`config.mk`:
```
export PLATFORM = sky130hd
export DESIGN_NAME = median_spike_weighted_average_filter_unit
export DESIGN_NICKNAME = d
export VERILOG_FILES = /design/src/sv/msw_pkg.sv /design/src/sv/msw_cell.sv /design/src/sv/msw_despike.sv /design/src/sv/median_spike_weighted_average_filter_unit.sv
export SDC_FILE = /design/constraint.sdc
export NUM_CORES = 2
export LEC_CHECK = 0
export BUFFER_PORTS_ARGS = -buffer_cell sky130_fd_sc_hd__buf_2
export CORE_ASPECT_RATIO = 0.5
export CORE_MARGIN = 3
export CORE_UTILIZATION = 59
export DETAILED_ROUTE_END_ITERATION = 10
export GPL_ROUTABILITY_DRIVEN = 1
export PLACE_DENSITY = 0.85
export RECOVER_POWER = 100
export SYNTH_ARGS = -nofsm -noshare
export SYNTH_HDL_FRONTEND = slang
export SYNTH_HIERARCHICAL = 1
export SYNTH_SLANG_ARGS = --single-unit
```
`constraint.sdc`:
```
create_clock -name clk -period 10.1 [get_ports clk]
set_clock_uncertainty 0.15 [all_clocks]
set_input_delay 3.03 -clock clk [delete_from_list [all_inputs] [get_ports clk]]
set_output_delay 3.03 -clock clk [all_outputs]
set_load 0.01 [all_outputs]
```
`src/sv/msw_pkg.sv`:
```
`timescale 1ns / 1ps

package msw_pkg;

    localparam int MAX_TAPS     = 10;
    localparam int TAPS_DEFAULT = 10;

    localparam int DATA_W   = 16;
    localparam int WEIGHT_W = 5;
    // Largest single term is 65535 * 30; largest sum is 65535 * 100.
    localparam int TERM_W   = DATA_W + WEIGHT_W;
    localparam int SUM_W    = 23;

    // Weights in hundredths, newest tap first.
    localparam logic [WEIGHT_W-1:0] TAP_WEIGHT [MAX_TAPS] = '{
        5'd30, 5'd25, 5'd15, 5'd10, 5'd5, 5'd5, 5'd4, 5'd3, 5'd2, 5'd1
    };

    // Division by 100 as a multiplication by ceil(2^30 / 100). The error term
    // is small enough that the quotient is exact for every sum below 2^23.
    localparam int              RECIP_W     = 24;
    localparam int              RECIP_SHIFT = 30;
    localparam logic [RECIP_W-1:0] RECIP_100 = 24'd10737419;
    localparam int              PROD_W      = SUM_W + RECIP_W;

    // Registered stages from an input transfer to the output register.
    localparam int PIPE_DEPTH = 5;

    localparam int CFG_INDEX_W = 2;

    typedef enum logic [CFG_INDEX_W-1:0] {
        REG_SPIKE_THRESHOLD = 2'd0,
        REG_CLAMP_LOW       = 2'd1,
        REG_CLAMP_HIGH      = 2'd2
    } cfg_reg_t;

    localparam logic [DATA_W-1:0] SPIKE_THRESHOLD_RESET = 16'd10;
    localparam logic [DATA_W-1:0] CLAMP_LOW_RESET       = 16'd2;
    localparam logic [DATA_W-1:0] CLAMP_HIGH_RESET      = 16'd400;

    // What one cell hands to the next one along the line.
    typedef struct packed {
        logic [DATA_W-1:0] raw;
        logic [DATA_W-1:0] clean;
        logic              alive;
    } cell_link_t;

endpackage

```
`src/sv/msw_cell.sv`:
```
`timescale 1ns / 1ps

// One tap of both delay lines together with its weighted term.
module msw_cell #(
    parameter logic [msw_pkg::WEIGHT_W-1:0] WEIGHT = msw_pkg::TAP_WEIGHT[0],
    parameter bit                           FIRST  = 1'b0
) (
    input  logic                        clk,
    input  logic                        rst_n,
    input  logic                        load,
    input  msw_pkg::cell_link_t         link_in,
    output msw_pkg::cell_link_t         link_out,
    output logic [msw_pkg::TERM_W-1:0]  term
);

    logic [msw_pkg::DATA_W-1:0] raw_reg;
    logic [msw_pkg::DATA_W-1:0] clean_reg;
    logic [msw_pkg::TERM_W-1:0] term_reg;
    logic [msw_pkg::TERM_W-1:0] term_next;
    logic                       enable;

    // The incoming values are the ones this tap holds after the shift. The
    // newest tap always counts; later ones only while no raw zero came before.
    assign enable = link_in.alive & (FIRST | (link_in.raw != '0));

    assign term_next = enable
        ? msw_pkg::TERM_W'(link_in.clean) * msw_pkg::TERM_W'(WEIGHT)
        : '0;

    always_ff @(posedge clk or negedge rst_n)
    begin
        if (!rst_n)
        begin
            raw_reg   <= '0;
            clean_reg <= '0;
        end
        else if (load)
        begin
            raw_reg   <= link_in.raw;
            clean_reg <= link_in.clean;
        end
    end

    always_ff @(posedge clk)
    begin
        if (load)
        begin
            term_reg <= term_next;
        end
    end

    assign link_out.raw   = raw_reg;
    assign link_out.clean = clean_reg;
    assign link_out.alive = enable;
    assign term           = term_reg;

endmodule

```
`src/sv/msw_despike.sv`:
```
`timescale 1ns / 1ps

// Median of the newest three raw values and replacement of outliers.
module msw_despike (
    input  logic [msw_pkg::DATA_W-1:0] newest,
    input  logic [msw_pkg::DATA_W-1:0] prev1,
    input  logic [msw_pkg::DATA_W-1:0] prev2,
    input  logic [msw_pkg::DATA_W-1:0] threshold,
    output logic [msw_pkg::DATA_W-1:0] clean,
    output logic                       replaced
);

    logic [msw_pkg::DATA_W-1:0] median;
    logic [msw_pkg::DATA_W-1:0] spread;

    always_comb
    begin
        if ((newest <= prev1 && prev1 <= prev2) || (prev2 <= prev1 && prev1 <= newest))
        begin
            median = prev1;
        end
        else if ((prev1 <= newest && newest <= prev2) || (prev2 <= newest && newest <= prev1))
        begin
            median = newest;
        end
        else
        begin
            median = prev2;
        end

        spread = (newest > median) ? (newest - median) : (median - newest);

        // While the third-newest raw value is zero there is no median.
        if ((prev2 != '0) && (spread > threshold))
        begin
            clean    = median;
            replaced = 1'b1;
        end
        else
        begin
            clean    = newest;
            replaced = 1'b0;
        end
    end

endmodule

```
`src/sv/median_spike_weighted_average_filter_unit.sv`:
```
`timescale 1ns / 1ps

// Distance smoothing filter. Each reading transferred on the s_ channel is
// checked against the median of the newest three raw readings and replaced by
// that median when it lies further away than spike_threshold (only while the
// third-newest raw reading is nonzero); the result then enters a line of TAPS
// cells whose weighted sum, in hundredths, is divided by 100 and clamped to
// [clamp_low, clamp_high]. A raw reading of zero means no data and stops the
// sum at that tap, except at the newest tap. The block takes one reading per
// clock cycle unless every stage is full behind a stalled output, and gives
// one result per reading, in order. The result reaches m_tdata through five
// register stages: cell terms, two partial sums, the full sum, the reciprocal
// multiply for the division and the clamp into the output register. Every
// stage only waits when the stage after it is full, so a result held on the
// output does not stop readings from entering until all five are occupied.
// cfg_ready is always high; write the registers only while no reading is in
// flight.
module median_spike_weighted_average_filter_unit #(
    parameter int TAPS = msw_pkg::TAPS_DEFAULT
) (
    input  logic                             clk,
    input  logic                             rst_n,
    // Input stream. s_tdata: [15:0] reading.
    input  logic                             s_tvalid,
    output logic                             s_tready,
    input  logic [msw_pkg::DATA_W-1:0]       s_tdata,
    // Output stream. m_tdata: [15:0] distance. m_tuser: [0] spike_replaced.
    output logic                             m_tvalid,
    input  logic                             m_tready,
    output logic [msw_pkg::DATA_W-1:0]       m_tdata,
    output logic [0:0]                       m_tuser,
    // Register writes: 0 spike_threshold, 1 clamp_low, 2 clamp_high.
    input  logic                             cfg_valid,
    output logic                             cfg_ready,
    input  logic [msw_pkg::CFG_INDEX_W-1:0]  cfg_index,
    input  logic [msw_pkg::DATA_W-1:0]       cfg_data
);

    localparam int HALF = (TAPS + 1) / 2;

    // Configuration registers.
    logic [msw_pkg::DATA_W-1:0] threshold_reg;
    logic [msw_pkg::DATA_W-1:0] clamp_low_reg;
    logic [msw_pkg::DATA_W-1:0] clamp_high_reg;

    assign cfg_ready = 1'b1;

    always_ff @(posedge clk or negedge rst_n)
    begin
        if (!rst_n)
        begin
            threshold_reg  <= msw_pkg::SPIKE_THRESHOLD_RESET;
            clamp_low_reg  <= msw_pkg::CLAMP_LOW_RESET;
            clamp_high_reg <= msw_pkg::CLAMP_HIGH_RESET;
        end
        else if (cfg_valid && cfg_ready)
        begin
            case (msw_pkg::cfg_reg_t'(cfg_index))
                msw_pkg::REG_SPIKE_THRESHOLD: threshold_reg  <= cfg_data;
                msw_pkg::REG_CLAMP_LOW:       clamp_low_reg  <= cfg_data;
                msw_pkg::REG_CLAMP_HIGH:      clamp_high_reg <= cfg_data;
                default:                      ;
            endcase
        end
    end

    // Pipeline occupancy. A stage moves on when the next one is empty or moving.
    logic v1_reg, v2_reg, v3_reg, v4_reg, v5_reg;
    logic ready2, ready3, ready4, ready5;
    logic s_accept;

    assign ready5   = !v5_reg || m_tready;
    assign ready4   = !v4_reg || ready5;
    assign ready3   = !v3_reg || ready4;
    assign ready2   = !v2_reg || ready3;
    assign s_tready = !v1_reg || ready2;
    assign s_accept = s_tvalid && s_tready;

    always_ff @(posedge clk or negedge rst_n)
    begin
        if (!rst_n)
        begin
            v1_reg <= 1'b0;
            v2_reg <= 1'b0;
            v3_reg <= 1'b0;
            v4_reg <= 1'b0;
            v5_reg <= 1'b0;
        end
        else
        begin
            if (s_tready)
            begin
                v1_reg <= s_tvalid;
            end
            if (ready2)
            begin
                v2_reg <= v1_reg;
            end
            if (ready3)
            begin
                v3_reg <= v2_reg;
            end
            if (ready4)
            begin
                v4_reg <= v3_reg;
            end
            if (ready5)
            begin
                v5_reg <= v4_reg;
            end
        end
    end

    // Despike the incoming reading against the two raw values already held.
    msw_pkg::cell_link_t        link [TAPS+1];
    logic [msw_pkg::TERM_W-1:0] term [TAPS];
    logic [msw_pkg::DATA_W-1:0] despiked;
    logic                       replaced;

    msw_despike u_despike (
        .newest    (s_tdata),
        .prev1     (link[1].raw),
        .prev2     (link[2].raw),
        .threshold (threshold_reg),
        .clean     (despiked),
        .replaced  (replaced)
    );

    assign link[0].raw   = s_tdata;
    assign link[0].clean = despiked;
    assign link[0].alive = 1'b1;

    // The row of cells: both delay lines shift by one tap on every transfer,
    // and each cell registers its weighted term for that same reading.
    genvar gi;
    generate
        for (gi = 0; gi < TAPS; gi++)
        begin : g_cell
            msw_cell #(
                .WEIGHT (msw_pkg::TAP_WEIGHT[gi]),
                .FIRST  (gi == 0)
            ) u_cell (
                .clk      (clk),
                .rst_n    (rst_n),
                .load     (s_accept),
                .link_in  (link[gi]),
                .link_out (link[gi+1]),
                .term     (term[gi])
            );
        end
    endgenerate

    logic rep1_reg, rep2_reg, rep3_reg, rep4_reg, rep5_reg;

    always_ff @(posedge clk)
    begin
        if (s_accept)
        begin
            rep1_reg <= replaced;
        end
    end

    // Two partial sums, then the full sum.
    logic [msw_pkg::SUM_W-1:0] lo_next, hi_next;
    logic [msw_pkg::SUM_W-1:0] lo_reg, hi_reg;
    logic [msw_pkg::SUM_W-1:0] sum_reg;

    always_comb
    begin
        lo_next = '0;
        hi_next = '0;
        for (int i = 0; i < TAPS; i++)
        begin
            if (i < HALF)
            begin
                lo_next = lo_next + msw_pkg::SUM_W'(term[i]);
            end
            else
            begin
                hi_next = hi_next + msw_pkg::SUM_W'(term[i]);
            end
        end
    end

    // The division by 100 is a multiplication by a scaled reciprocal; the
    // quotient is the part of the product above the scaling shift.
    logic [msw_pkg::PROD_W-1:0] prod;
    logic [msw_pkg::DATA_W-1:0] quot_reg;
    logic [msw_pkg::DATA_W-1:0] clamped;
    logic [msw_pkg::DATA_W-1:0] dist_reg;

    assign prod = msw_pkg::PROD_W'(sum_reg) * msw_pkg::PROD_W'(msw_pkg::RECIP_100);

    // The lower limit is tested first, so inverted limits favour clamp_low
    // only for values below it.
    always_comb
    begin
        if (quot_reg < clamp_low_reg)
        begin
            clamped = clamp_low_reg;
        end
        else if (quot_reg > clamp_high_reg)
        begin
            clamped = clamp_high_reg;
        end
        else
        begin
            clamped = quot_reg;
        end
    end

    always_ff @(posedge clk)
    begin
        if (ready2)
        begin
            lo_reg   <= lo_next;
            hi_reg   <= hi_next;
            rep2_reg <= rep1_reg;
        end
        if (ready3)
        begin
            sum_reg  <= lo_reg + hi_reg;
            rep3_reg <= rep2_reg;
        end
        if (ready4)
        begin
            quot_reg <= prod[msw_pkg::RECIP_SHIFT +: msw_pkg::DATA_W];
            rep4_reg <= rep3_reg;
        end
        if (ready5)
        begin
            dist_reg <= clamped;
            rep5_reg <= rep4_reg;
        end
    end

    assign m_tvalid   = v5_reg;
    assign m_tdata    = dist_reg;
    assign m_tuser[0] = rep5_reg;

endmodule

```
---- Word level (Yosys, flattened, before mapping) ----
Index checks and enable logic that the tools add are counted.
cells by class
  bitwise logic cells ..................... 8
  multiplexer cells ....................... 7
  multiply operators ...................... 8
  reduce and logical (&&, ||, !) cells .... 31
  $add $sub $neg .......................... 11
  eq/ne operators ......................... 2
  magnitude comparators ................... 10
operators by type and width
  cell                      count
  $reduce_bool A16 Y1       9
  $le A16 B16 Y1            6
  $mux W16                  6
  $add A23 B21 Y23          4
  $mul A16 B3 Y19 const B   3
  $gt A16 B16 Y1            3
  $add A22 B21 Y23          2
  $mul A23 B24 Y46 const B  1
  $add A21 B21 Y22          2
  $mul A16 B4 Y20 const B   2
  $sub A16 B16 Y16          2
  $add A23 B23 Y23          1
  $mul A16 B5 Y21 const B   1
  $mul A16 B2 Y18 const B   1
  $lt A16 B16 Y1            1
  $and A1 B1 Y1             8
  $logic_or A1 B1 Y1        7
  $logic_and A1 B1 Y1       6
  $reduce_and A2 Y1         3
  $logic_not A1 Y1          5
  $eq A2 B1 Y1 const B      1
  $eq A2 B2 Y1 const B      1
  $logic_not A2 Y1          1
  $mux W1                   1
word-level totals
  output and inout bits ................... 20
  input bits .............................. 39
  bits in registers ....................... 656
  logic and storage cells ................. 131

---- Longest topological paths before layout ----
  word-level depth ........................ 11
  depth in mapped cells ................... 44
  gate-level depth less buffers ........... 39

---- Modules after synthesis ----
The synthesis kept the hierarchy.
modules (own cells, without submodules)
  module                                     cells each  instances  area an instance (sq um)  sequential area each (sq um)
  median_spike_weighted_average_filter_unit  1799        1          20818.7                   4516.8
  msw_cell (g_cell[3].u_cell ...)            212         3          2743.9                    1371.3
  msw_cell (g_cell[6].u_cell ...)            135         3          2058.2                    1281.2
  msw_despike                                530         1          3886.2                    0.0
  msw_cell (g_cell[0].u_cell)                315         1          3656.0                    1401.3
  msw_cell (g_cell[2].u_cell)                307         1          3583.4                    1401.3
  msw_cell (g_cell[1].u_cell)                293         1          3519.6                    1431.4
  msw_cell (g_cell[7].u_cell)                223         1          2728.9                    1341.3

---- Worst setup path before layout ----
Ideal clock, no wire load.
  path kind ............................... input port to flip-flop
  start point ............................. input s_tdata[14] (netlist bit)
  end point ............................... register g_cell[0].u_cell.term_reg (netlist bit g_cell[0].u_cell/term[19]), data pin
  library setup time ...................... 267 ps
  cell stages on the path ................. 41
  required time ........................... 9683 ps
  data arrival time ....................... 11179 ps
  buffers on the path ..................... 4
  setup slack ............................. -1496 ps
  cells stage by stage .................... ha_1 a21oi_2 nand2_1 a221o_1 or3_1 buf_6 xnor2_2 nand2_1 clkbuf_1 o21ai_1 ha_1 fa_1 nor2b_1 o21bai_1 a211oi_1 nor3_2 a21oi_2 buf_4 [... 5 more ...] a21oi_1 nor4_1 nor2_1 o21ai_0 a21oi_4 a21boi_4 buf_6 o221a_1 inv_1 fa_1 fa_1 inv_1 ha_1 a21o_1 a221oi_2 o21a_1 o21a_1 o211ai_1
between the ends
  word-level cells in the longest chain between the ends .. 11
ends and longest elaborated chain
  element                                             line                                              source
  from (decl)                                         median_spike_weighted_average_filter_unit.sv:26   input logic [msw_pkg::DATA_W-1:0] s_tdata,
  $le A16 B16 Y1 (on tied branches)                   msw_despike.sv:18, msw_despike.sv:22
  $logic_and A1 B1 Y1                                 msw_despike.sv:22                                 else if ((prev1 <= newest && newest <= prev2) || (prev2 <= newest && newest <= prev1))
  $logic_or A1 B1 Y1                                  msw_despike.sv:22
  $mux W16                                            msw_despike.sv:22
  $mux W16                                            msw_despike.sv:18                                 if ((newest <= prev1 && prev1 <= prev2) || (prev2 <= prev1 && prev1 <= newest))
  $sub A16 B16 Y16 or $gt A16 B16 Y1 (tied branches)  msw_despike.sv:31                                 spread = (newest > median) ? (newest - median) : (median - newest);
  $mux W16                                            msw_despike.sv:31
  $gt A16 B16 Y1                                      msw_despike.sv:34                                 if ((prev2 != '0) && (spread > threshold))
  $logic_and A1 B1 Y1                                 msw_despike.sv:34
  $mux W16 *                                          msw_despike.sv:34
  net despiked (one bit)                              median_spike_weighted_average_filter_unit.sv:117  logic [msw_pkg::DATA_W-1:0] despiked;
  $mul A16 B4 Y20 *                                   msw_cell.sv:27                                    ? msw_pkg::TERM_W'(link_in.clean) * msw_pkg::TERM_W'(WEIGHT)
  to (signal assigned)                                msw_cell.sv:48                                    term_reg <= term_next;
  to (decl)                                           msw_cell.sv:18                                    logic [msw_pkg::TERM_W-1:0] term_reg;
The timed path passes the listed nets; every way through them passes the cells marked *.
A chain may end at the register's enable or synchronous reset.

---- Worst setup path in the final report ----
  start point ............................. input s_tdata[14] (netlist bit)
  end point ............................... register g_cell[0].u_cell.term_reg (netlist bit g_cell[0].u_cell/term[20]), data pin
Same word-level chain as after synthesis.

==> impl_metrics.tcl <==
set metrics [dict create \
    port_buffers 57 \
    startpoint_type "primary input" \
    fillers 6112 \
    fmax_mhz 90.5 \
    critPathMostFrequentCell "inv_2" \
    startpoint "s_tdata[14]" \
    yosysWarnings 6 \
    tightest_slew_ns 4.86 \
    cts-buffers-inserted 59 \
    start_util 0.605 \
    setup_tns_ns -12.94 \
    antenna_found_initial 5 \
    syn2layout_area_growth_pct 12.2 \
    cpLargestDelayFamily "compound AO/OA/AOI/OAI gates" \
    maxCapViolCount 12 \
    die_w_um 423 \
    chipHeight_um 215 \
    viasPerCell 6.03 \
    clk_pin_slew_worst_paths_ns 0.07 \
    hpwlAfterDp_mm 105 \
    rsz0062_at_grt "yes" \
    htreeDepth 2 \
    maxSlewHeadroom -2.24 \
    clk_latency_ns 0.67 \
    area.sequential_um2 17200 \
    slew_violations 916 \
    final-setup-viol-count 33 \
    die-area_um2 90900 \
    place_congestion 0.963 \
    path_class "in2reg" \
    hold_viol 0 \
    fp-row-count 75 \
    slowest_stage "fa_1" \
    final_common_cell "ha_1" \
    synthesis.instances 4437 \
    cts_buffer_depth 3 \
    largest_register_ffs 184 \
    grt_use_total 0.292 \
    dr.pass1.iters 5 \
    slowest_delay_ns 0.54 \
    cts_tree "done" \
    antenna_left 0 \
    layout.cells.most_common_list "ha_1, inv_1, fa_1" \
    cts_root_buf "clkbuf_16" \
    worst-endpoint-required_ns 10.36 \
    violations "max-capacitance violations, max-slew violations, negative setup slack" \
    cp_max_fo 7 \
    fin_ws_ns -0.949 \
    routedWlPerCell_um 22.4 \
    worst_ep_arrival_time_ns 11.31 \
    grt_pass1_vias 37000 \
    cts-hold-fix-buffers 0 \
    drive_gt1_frac 0.209 \
    vias 35900 \
    pre_cts_slack_ns -1.83 \
    end_kind "flip-flop" \
    drc 0 \
    multi_input_area_um2 31900 \
    grt-ovfl-total 0 \
    rr_startpoint "g_cell[0].u_cell/raw_reg[10]$_DFFE_PN0P_" \
    final_area_um2 57700 \
    min_path_type "reg2reg" \
    core_um2 85000 \
    status "finished, violations left" \
    wirelength_mm 134 \
    placed_cell_area_um2 54700 \
    min_period_over_period 1.09 \
    grt_max_degree 171 \
    ios 59 \
    hp-start "rep3_reg$_DFFE_PP_" \
    path_buf_inv 7 \
    grt_pass1_wl_mm 209 \
    nets 5815 \
    min_period_ns 11.05 \
    clkSinkCount 631 \
    syn_area_um2 51400 \
    avgSynthCellArea_um2 11.6 \
    drtIter0Drc 3239 \
]
## metrics by stage
step | hold slack, ns | instances | utilization
floorplan | 0.250 | 4456 | -
global placement | 0.258 | 5800 | 0.644
detailed placement | 0.272 | 5800 | 0.644
CTS | 0.288 | 5939 | 0.676
global route | 0.300 | 5950 | 0.678
finish | 0.289 | 5951 | 0.678
## final timing paths
| kind | endpoint | cells after the start | slack [ns] |
|---|---|---|---|
| setup / recovery | g_cell[0].u_cell/term[20]$_SDFFCE_PN0P_ | 41 | -0.95 |
| hold / removal | rep4_reg$_DFFE_PP_ | 0 | 0.29 |
| setup reg to reg | g_cell[9].u_cell/term[11]$_SDFFCE_PN0P_ | 19 | -0.13 |
| hold reg to reg | rep4_reg$_DFFE_PP_ | 0 | 0.29 |
| max in group asynchronous | g_cell[8].u_cell/clean_reg[13]$_DFFE_PN0P_ | 2 | 1.11 |
| min in group asynchronous | g_cell[2].u_cell/raw_reg[4]$_DFFE_PN0P_ | 1 | 4.00 |
## routing by layer
layer / GRT usage / part of all wire / wire length (µm) / up-vias
li1: - / - / - / 16200
met1: 0.422 / 0.43 / 58000 / 18100
met2: 0.463 / 0.46 / 61000 / 1404
met3: 0.0608 / 0.091 / 12100 / 181
met4: 0.0532 / 0.018 / 2350 / 4
met5: 0 / 0.00025 / 33 / -
## repair_timing
item / CTS / global route
pin swaps: 76 / 52
setup buffers: 28 / 10
hold endpoints to repair: 0 / 0
setup endpoints to repair: 17 / 17
gates resized for setup: 91 / 68
cloned: 1 / 1
## area by class of cell
cell class | count | area share
inverters | 597 | 0.0389
clock buffers | 80 | 0.0309
repair buffers | 365 | 0.0472
clock inverters | 30 | 0.00473
well taps | 1155 | 0.0251
diodes | 1 | 0.0000434
flip-flops and latches | 631 | 0.299
multi-input cells | 3092 | 0.554
Power is not shown: default switching activity piles up to over one toggle a cycle in this logic, so the estimate is an artifact.
